$ cat src/design/qtll_pkg.sv
`default_nettype none
// ----------------------------------------------------------------------------
// qtll_pkg
// Shared types and fixed constants of the quantile table lookup block:
// controller states, controller-to-datapath commands and datapath status.
// ----------------------------------------------------------------------------
package qtll_pkg;

  localparam int SAMPLE_W   = 32;  // in_sample width, Q16.16
  localparam int INDEX_W    = 7;   // in_entry_index width
  localparam int RANK_W     = 17;  // out_rank width, Q0.16 with 1.0 included
  localparam int FRAC_W     = 17;  // interpolation fraction, 0..65536
  localparam int FRAC_CNT_W = 5;

  localparam logic KIND_WRITE  = 1'b0;
  localparam logic KIND_LOOKUP = 1'b1;

  localparam logic [RANK_W-1:0]     ONE_Q16   = 17'd65536;
  localparam logic [FRAC_CNT_W-1:0] FRAC_LAST = 5'd16;  // 17 restoring steps

  // 10.0 in Q16.16, the span of the table after reset
  localparam int RESET_SPAN = 655360;
  localparam int RSPAN_W    = 20;

  typedef enum logic [2:0] {
    ST_IDLE,
    ST_WRITE,
    ST_FETCH,
    ST_COMPARE,
    ST_FRAC,
    ST_PREP,
    ST_SCALE,
    ST_DONE
  } state_t;

  typedef struct packed {
    logic load;        // capture the item, restart the scan
    logic wr_entry;    // store the table entry
    logic advance;     // move the scan to the next entry
    logic rank_zero;
    logic rank_full;
    logic frac_init;
    logic frac_step;
    logic scale_init;
    logic scale_step;
  } cmd_t;

  typedef struct packed {
    logic lookup;      // item on the input ports is a lookup
    logic hit;         // current entry is at or above the sample
    logic first;       // scan is at entry 0
    logic last;        // scan is at the last entry
    logic frac_done;
  } sts_t;

endpackage
`default_nettype wire

$ cat src/design/qtll_ctrl.sv
`default_nettype none
// ----------------------------------------------------------------------------
// qtll_ctrl
// Sequencer of the quantile lookup: write path, linear table scan, then the
// fraction division and the rank scaling.
// ----------------------------------------------------------------------------
module qtll_ctrl (
  input  wire logic           clk,
  input  wire logic           rst_n,
  input  wire logic           start,
  output logic                busy,
  output logic                out_strobe,
  output qtll_pkg::cmd_t      cmd,
  input  wire qtll_pkg::sts_t sts
);

  qtll_pkg::state_t state_r, state_nxt;

  always_ff @(posedge clk) begin
    if (!rst_n) begin
      state_r <= qtll_pkg::ST_IDLE;
    end else begin
      state_r <= state_nxt;
    end
  end

  always_comb begin
    state_nxt = state_r;
    unique case (state_r)
      qtll_pkg::ST_IDLE: begin
        if (start) begin
          state_nxt = sts.lookup ? qtll_pkg::ST_FETCH : qtll_pkg::ST_WRITE;
        end
      end
      qtll_pkg::ST_WRITE:   state_nxt = qtll_pkg::ST_DONE;
      qtll_pkg::ST_FETCH:   state_nxt = qtll_pkg::ST_COMPARE;
      qtll_pkg::ST_COMPARE: begin
        priority if (sts.hit) begin
          state_nxt = sts.first ? qtll_pkg::ST_DONE : qtll_pkg::ST_FRAC;
        end else if (sts.last) begin
          state_nxt = qtll_pkg::ST_DONE;
        end else begin
          state_nxt = qtll_pkg::ST_FETCH;
        end
      end
      qtll_pkg::ST_FRAC: begin
        if (sts.frac_done) begin
          state_nxt = qtll_pkg::ST_PREP;
        end
      end
      qtll_pkg::ST_PREP:  state_nxt = qtll_pkg::ST_SCALE;
      qtll_pkg::ST_SCALE: state_nxt = qtll_pkg::ST_DONE;
      qtll_pkg::ST_DONE:  state_nxt = qtll_pkg::ST_IDLE;
      default:            state_nxt = qtll_pkg::ST_IDLE;
    endcase
  end

  always_comb begin
    cmd        = '0;
    busy       = (state_r != qtll_pkg::ST_IDLE);
    out_strobe = (state_r == qtll_pkg::ST_DONE);
    unique case (state_r)
      qtll_pkg::ST_IDLE:    cmd.load     = start;
      qtll_pkg::ST_WRITE:   cmd.wr_entry = 1'b1;
      qtll_pkg::ST_COMPARE: begin
        priority if (sts.hit) begin
          cmd.rank_zero = sts.first;
          cmd.frac_init = !sts.first;
        end else if (sts.last) begin
          cmd.rank_full = 1'b1;
        end else begin
          cmd.advance = 1'b1;
        end
      end
      qtll_pkg::ST_FRAC:    cmd.frac_step  = 1'b1;
      qtll_pkg::ST_PREP:    cmd.scale_init = 1'b1;
      qtll_pkg::ST_SCALE:   cmd.scale_step = 1'b1;
      default:              cmd = '0;
    endcase
  end

endmodule
`default_nettype wire

$ cat src/design/qtll_dp.sv
`default_nettype none
// ----------------------------------------------------------------------------
// qtll_dp
// Datapath: quantile table memory with per-entry valid bits, scan registers,
// restoring divider for the segment fraction and a reciprocal multiply for
// the division by the table size.
// ----------------------------------------------------------------------------
module qtll_dp #(
  parameter int TABLE_ENTRIES = 100,
  parameter int VALUE_BITS    = 32
) (
  input  wire logic                              clk,
  input  wire logic                              rst_n,
  input  wire qtll_pkg::cmd_t                    cmd,
  output qtll_pkg::sts_t                         sts,
  input  wire logic                              in_kind,
  input  wire logic [qtll_pkg::INDEX_W-1:0]      in_entry_index,
  input  wire logic [qtll_pkg::SAMPLE_W-1:0]     in_sample,
  output logic [qtll_pkg::RANK_W-1:0]            out_rank
);

  localparam int IW     = $clog2(TABLE_ENTRIES);
  localparam int SW     = IW + 1;
  localparam int XW     = IW + 16;
  localparam int RSH    = XW + IW;
  localparam int MW     = XW + 1;
  localparam int PW     = XW + MW;
  localparam int STEP_A = qtll_pkg::RESET_SPAN / TABLE_ENTRIES;
  localparam int STEP_B = qtll_pkg::RESET_SPAN % TABLE_ENTRIES;
  localparam int VB     = VALUE_BITS;

  localparam logic [IW-1:0] LAST_IDX = IW'(TABLE_ENTRIES - 1);
  localparam logic [SW-1:0] N_SW     = SW'(TABLE_ENTRIES);
  // ceil(2^RSH / TABLE_ENTRIES): floor division stays exact for any XW-bit dividend
  localparam logic [MW-1:0] RECIP    =
    MW'(((64'd1 << RSH) + 64'(TABLE_ENTRIES - 1)) / 64'(TABLE_ENTRIES));

  logic [VB-1:0] mem [TABLE_ENTRIES];
  logic [TABLE_ENTRIES-1:0] vld_r;

  logic [qtll_pkg::INDEX_W-1:0] ent_r;
  logic [VB-1:0]                v_r, prev_r, rd_r, den_r;
  logic                         rdv_r;
  logic [IW-1:0]                idx_r, d_r;
  logic [qtll_pkg::RSPAN_W-1:0] rq_r;
  logic [SW-1:0]                rr_r, rr_sum;
  logic [VB:0]                  fr_r, fr_nxt, ftrial;
  logic [qtll_pkg::FRAC_W-1:0]  fq_r, fq_nxt;
  logic [qtll_pkg::FRAC_CNT_W-1:0] fc_r;
  logic                         fge;
  logic [XW-1:0]                sx_r;
  logic [PW-1:0]                sprod;
  logic [qtll_pkg::RANK_W-1:0]  rank_r;

  logic [VB-1:0] ent_val;
  logic          wr_ok;
  logic [IW-1:0] wr_addr;

  // an entry never written reads as its reset value, tracked along the scan
  assign ent_val = rdv_r ? rd_r : VB'(rq_r);
  assign wr_ok   = (int'(ent_r) < TABLE_ENTRIES);
  assign wr_addr = IW'(ent_r);
  assign rr_sum  = rr_r + SW'(STEP_B);

  assign ftrial = (fc_r == '0) ? fr_r : {fr_r[VB-1:0], 1'b0};
  assign fge    = (ftrial >= {1'b0, den_r});
  assign fr_nxt = fge ? (ftrial - {1'b0, den_r}) : ftrial;
  assign fq_nxt = {fq_r[qtll_pkg::FRAC_W-2:0], fge};

  assign sprod = PW'(sx_r) * PW'(RECIP);

  always_comb begin
    sts.lookup     = (in_kind == qtll_pkg::KIND_LOOKUP);
    sts.hit        = (ent_val >= v_r);
    sts.first      = (idx_r == '0);
    sts.last       = (idx_r == LAST_IDX);
    sts.frac_done  = (fc_r == qtll_pkg::FRAC_LAST);
  end

  assign out_rank = rank_r;

  always_ff @(posedge clk) begin
    if (cmd.wr_entry && wr_ok) begin
      mem[wr_addr] <= v_r;
    end
    rd_r <= mem[idx_r];
  end

  always_ff @(posedge clk) begin
    if (!rst_n) begin
      vld_r <= '0;
    end else if (cmd.wr_entry && wr_ok) begin
      vld_r[wr_addr] <= 1'b1;
    end
  end

  always_ff @(posedge clk) begin
    rdv_r <= vld_r[idx_r];

    if (cmd.load) begin
      ent_r <= in_entry_index;
      v_r   <= VB'(in_sample);
      idx_r <= '0;
      rq_r  <= '0;
      rr_r  <= '0;
    end

    if (cmd.advance) begin
      idx_r  <= idx_r + IW'(1);
      prev_r <= ent_val;
      if (rr_sum >= N_SW) begin
        rr_r <= rr_sum - N_SW;
        rq_r <= rq_r + qtll_pkg::RSPAN_W'(STEP_A + 1);
      end else begin
        rr_r <= rr_sum;
        rq_r <= rq_r + qtll_pkg::RSPAN_W'(STEP_A);
      end
    end

    if (cmd.wr_entry || cmd.rank_zero) begin
      rank_r <= '0;
    end
    if (cmd.rank_full) begin
      rank_r <= qtll_pkg::ONE_Q16;
    end

    // lo < v <= hi, so the divisor is never zero
    if (cmd.frac_init) begin
      den_r <= ent_val - prev_r;
      fr_r  <= {1'b0, v_r - prev_r};
      fq_r  <= '0;
      fc_r  <= '0;
      d_r   <= idx_r;
    end
    if (cmd.frac_step) begin
      fr_r <= fr_nxt;
      fq_r <= fq_nxt;
      fc_r <= fc_r + qtll_pkg::FRAC_CNT_W'(1);
    end

    if (cmd.scale_init) begin
      sx_r <= {d_r - IW'(1), 16'b0} + XW'(fq_r);
    end
    // quotient by the table size sits above the RSH fraction bits
    if (cmd.scale_step) begin
      rank_r <= sprod[RSH +: qtll_pkg::RANK_W];
    end
  end

endmodule
`default_nettype wire

$ cat src/design/quantile_table_lookup_lerp.sv
`default_nettype none
// ----------------------------------------------------------------------------
// quantile_table_lookup_lerp
// Maps a Q16.16 sample to its normalised rank (Q0.16) through a table of
// quantile values, interpolating inside the bracketing segment.
// ----------------------------------------------------------------------------
// Usage: one item at a time; start is taken when busy is low. A write item
// passes through the WRITE state, then gives its strobe (rank 0). A lookup
// walks the table from entry 0 through the table memory, fetching each entry
// and comparing it in turn, until it finds the first entry at or above the
// sample (d). At entry 0 or past the end the strobe comes in the next cycle;
// otherwise a 17-step restoring divider forms the segment fraction, the PREP
// state loads the scaled dividend and one multiply by the reciprocal of
// TABLE_ENTRIES gives the rank. busy drops after the strobe cycle, so the
// next transfer can come in the cycle after the strobe. The result is on
// out_rank for the single cycle that out_strobe is high and must be taken
// then. After reset the table holds 10*i/TABLE_ENTRIES.
// ----------------------------------------------------------------------------
module quantile_table_lookup_lerp #(
  parameter int TABLE_ENTRIES = 100,
  parameter int VALUE_BITS    = 32
) (
  input  wire logic                          clk,
  input  wire logic                          rst_n,
  input  wire logic                          start,
  output logic                               busy,
  input  wire logic                          in_kind,
  input  wire logic [qtll_pkg::INDEX_W-1:0]  in_entry_index,
  input  wire logic [qtll_pkg::SAMPLE_W-1:0] in_sample,
  output logic                               out_strobe,
  output logic [qtll_pkg::RANK_W-1:0]        out_rank
);

  qtll_pkg::cmd_t cmd;
  qtll_pkg::sts_t sts;

  qtll_ctrl u_ctrl (
    .clk        (clk),
    .rst_n      (rst_n),
    .start      (start),
    .busy       (busy),
    .out_strobe (out_strobe),
    .cmd        (cmd),
    .sts        (sts)
  );

  qtll_dp #(
    .TABLE_ENTRIES (TABLE_ENTRIES),
    .VALUE_BITS    (VALUE_BITS)
  ) u_dp (
    .clk            (clk),
    .rst_n          (rst_n),
    .cmd            (cmd),
    .sts            (sts),
    .in_kind        (in_kind),
    .in_entry_index (in_entry_index),
    .in_sample      (in_sample),
    .out_rank       (out_rank)
  );

endmodule
`default_nettype wire

$ cat config.mk
export PLATFORM = sky130hd
export DESIGN_NAME = quantile_table_lookup_lerp
export DESIGN_NICKNAME = d
export VERILOG_FILES = /design/src/design/qtll_pkg.sv /design/src/design/qtll_ctrl.sv /design/src/design/qtll_dp.sv /design/src/design/quantile_table_lookup_lerp.sv
export SDC_FILE = /design/constraint.sdc
export NUM_CORES = 2
export LEC_CHECK = 0
export ABC_CLOCK_PERIOD_IN_PS = 22800
export BUFFER_PORTS_ARGS = -buffer_cell sky130_fd_sc_hd__buf_2
export CAP_MARGIN = 20
export CORE_MARGIN = 3
export CORE_UTILIZATION = 50
export CTS_BUF_LIST = sky130_fd_sc_hd__clkbuf_8 sky130_fd_sc_hd__clkbuf_16
export CTS_CLUSTER_SIZE = 16
export DETAILED_ROUTE_END_ITERATION = 8
export GPL_TIMING_DRIVEN = 0
export PLACE_DENSITY = 0.71
export SYNTH_ARGS = -nofsm -noshare
export SYNTH_HDL_FRONTEND = slang
export SYNTH_HIERARCHICAL = 1
export SYNTH_SLANG_ARGS = --single-unit
export TNS_END_PERCENT = 5
$ cat constraint.sdc
create_clock -name clk -period 22.8 [get_ports clk]
set_input_delay 2.28 -clock clk [delete_from_list [all_inputs] [get_ports clk]]
set_output_delay 2.28 -clock clk [all_outputs]
set_load 0.05 [all_outputs]
==> results.yml <==
clock_network:
  cts_tree: "built"
  clkTransAtPathRegs_ns: 0.06
  cts.path.max_buffers: 4
  cts_resized: 0
  cts_setup_buffers: 0
  numCtsBuffers: 355
  clockRootBuffer: "clkbuf_16"
  holdBufCountCts: 0
  htreeDepth: 5
  cts_num_sinks: 3574
  worstSkewPairLatency_ns: 0.95
pwr:
  p_total_uw: 21000
  p_leak_uw: 0.0589
  irDropWorstVdd_mv: 0.197
  seq_power_share: 0.370
  switching_share: 0.336
  p_clk_frac: 0.272
  p_switching_uw: 7070
  p_per_area_nw_per_um2: 120
  intPower_uw: 14000
  p_comb_frac: 0.357
synth:
  synth_ff_type: "edfxtp_1"
  ys_seq_area_frac: 0.700
  synth.distinct_cells: 85
  syn_inst: 7486
  syn_avg_cell_area_sq_um: 20.2
  syn_nets: 8106
  ys_async_sr_fraction: 0
  ys_warn_count: 6
  synth_enable_flop_cells: 3438
  synthesis.area_sq_um: 151000
  ys_ff_latch: 3574
placed_design:
  io_buffer_count: 60
  place_ws_ns: 15.30
  postPlaceCellArea_sq_um: 163000
  place_congestion: 0.964
  dp_hpwl_mm: 288
floorplan:
  core.rowCount: 201
  start_util: 0.503
  die_h_um: 556
  die_area_sq_um: 309000
  core_area_sq_um: 301000
  die_w_um: 556
  io_pins: 62
route:
  drc_errors: 0
  wl_per_cell_um: 33.3
  via_count: 79303
  antenna_left: 0
  dr.pass1.iters: 7
  drt_iter0_drc: 10819
  viasPerCell: 6.38
  wl_mm: 413
timing:
  finalSetupViolCount: 0
  post-route-period-util: 0.329
  tightest_slew_ns: 1.20
  fmax_mhz: 133
  setup_slack_ns: 15.30
  rsz0062_at_grt: "no"
  hold_violations: 0
  fin_tns_setup_ns: 0
  fin_skew_ns: 0.126
  maxSlewViolCount: 0
  slew_headroom: 0.201
  period_minus_slack_ns: 7.50
global_route:
  antenna_found_initial: 36
  grt_max_degree: 35
  grt_use_met1: 0.344
  use_met3: 0.0671
  grt_pass1_vias: 80736
  overflow: 0
  grt.met2_usage: 0.428
  grt_pass1_wl_mm: 590
  grt_usage: 0.268
  grt-busiest-layer: "met2"
outcome:
  outcome: "finished clean"
critical_path:
  cp_top_family: "adder cells"
  critical_path_class: "flop to flop"
  critical_path.startpoint_type: "flop"
  critPathBufInv: 4
  cp-end-kind: "flop"
  path_max_fanout: 8
  cp.depth: 21
  cp_common_cell: "fa_1"
  worstPathCellList: "fa_1 -> fa_1 -> inv_1 -> fa_1 -> inv_1 -> fa_1 -> fa_1 -> fa_1 -> inv_1 -> fa_1 -> inv_1 -> ha_1 -> and3_1 -> nand3_1 -> nor3b_1 -> and4_1 -> a211oi_1 -> o211ai_1 -> a31oi_1 -> mux2i_1 -> nand3_1"
  cp_data_required_time_ns: 23.39
  slowest_delay_ns: 0.71
  arrival_ns: 8.09
  worstRegToRegCells: 21
  slowest_stage: "a211oi_1"
min_path:
  hold_path_depth: 0
  hp-class: "flop to flop"
finish:
  final_core_util: 0.582
  fin_area_sq_um: 175000
  nets: 8786
  final_layout_size_suffix_gt1_frac: 0.263
  area_growth_pct: 15.6
flow_run:
  drv_cap: 0
-- cells in the final DEF, fill, tap and decap left out, types with 76 or more instances in the layout --
master,n
mux4_2,1056
xnor2_1,76
mux2_2,83
edfxtp_1,3438
clkbuf_1,154
nand2_1,169
inv_1,498
ha_1,380
buf_12,89
dfxtp_1,136
o21a_1,114
a21o_1,103
clkbuf_16,361
fa_1,197
a21oi_1,133
buf_16,144
nor2_1,97
nor2_4,100
buf_2,155
-- power groups by stage --
stage | logic [uW] | registers (uW) | clock network (uW)
after floorplan | 4480 | 8060 | 0
after global placement | 6590 | 8320 | 0
after detailed placement | 7340 | 7930 | 0
after CTS | 7430 | 7790 | 5790
after global routing | 8060 | 7800 | 6040
final | 7520 | 7790 | 5720
-- synth_stat cells (22+ instances only) --
cell type  instances  area, sq um
edfxtp_1        3438       103000
mux4_2          1056        23800
inv_1            426         1600
ha_1             380         4750
nor2_1           198          743
fa_1             197         3940
nand2_1          169          634
clkbuf_1         165          619
dfxtp_1          136         2720
a21oi_1          133          666
o21a_1           114          856
a21o_1           103          773
buf_2             94          470
mux2_2            83          935
xnor2_1           76          666
o21ai_0           70          350
mux2i_1           54          541
xor2_1            52          455
and2_1            49          307
nand3_1           45          225
o21ai_1           39          195
a31oi_1           38          238
buf_1             38          143
nor3_1            33          165
nand2b_1          23          144
and3_1            22          138
nor2b_1           22          138
-- cells by family (layout without fill, tap and decap cells) --
group | count (synthesis) | in the layout | share of synthesized area
flops | 3574 | 3574 | 0.700
fa+ha+maj | 577 | 577 | 0.0575
compound gates | 612 | 612 | 0.0269
simple gates | 659 | 659 | 0.0213
mux | 1193 | 1193 | 0.167
xor+xnor | 128 | 128 | 0.00741
buf+inv | 743 | 1708 | 0.0198
other cells | 0 | 17 | 0
-- final timing paths --
| check | slack (ns) | startpoint | to |
|---|---|---|---|
| setup / recovery | 15.30 | u_dp/sx_r[4]$_DFFE_PP_ | u_dp/out_rank[16]$_DFFE_PP_ |
| setup reg to reg | 15.30 | u_dp/sx_r[4]$_DFFE_PP_ | u_dp/out_rank[16]$_DFFE_PP_ |
| hold reg to reg | 0.44 | u_dp/fq_r[9]$_SDFFCE_PN0P_ | u_dp/sx_r[9]$_DFFE_PP_ |
| hold / removal | 0.44 | u_dp/fq_r[9]$_SDFFCE_PN0P_ | u_dp/sx_r[9]$_DFFE_PP_ |
-- state kept, by name, summed over array words and instances (netlist names), 17 cells and up --
name	cells
u_dp/v_r	32
u_dp/fq_r	17
u_dp/out_rank	17
u_dp/rd_r	32
u_dp/vld_r	100
u_dp/mem	3200
u_dp/den_r	32
u_dp/prev_r	32
u_dp/sx_r	23
u_dp/rq_r	20
u_dp/fr_r	33
-- routing by layer --
| layer | wire length [um] | up-vias | part of all wire |
|---|---|---|---|
| met1 | 146000 | 41515 | 0.35 |
| met2 | 198000 | 4916 | 0.48 |
| met5 | 301 | - | 0.00073 |
| met4 | 24100 | 10 | 0.058 |
| met3 | 44400 | 1025 | 0.11 |
| li1 | - | 31837 | - |
-- layout make-up --
class | instances | area (sq um)
flip-flops and latches | 3574 | 106000
diodes | 17 | 42.5
clock inverters | 268 | 2150
inverters | 428 | 1610
plain buffers | 315 | 1400
repair buffers | 323 | 6430
fillers | 20835 | 126000
well taps | 3958 | 4950
multi-input cells | 3169 | 43100
clock buffers | 374 | 9210
-- through the flow --
| stage | hold slack, ns | instances |
|---|---|---|
| 6_report | 0.438 | 12426 |
| 3_3_place_gp | 0.431 | 11504 |
| 5_1_grt | 0.454 | 12410 |
| 4_1_cts | 0.441 | 12400 |
| 2_1_floorplan | 0.418 | 7486 |
| 3_5_place_dp | 0.428 | 11758 |
Power figures use the tool's default switching activity.
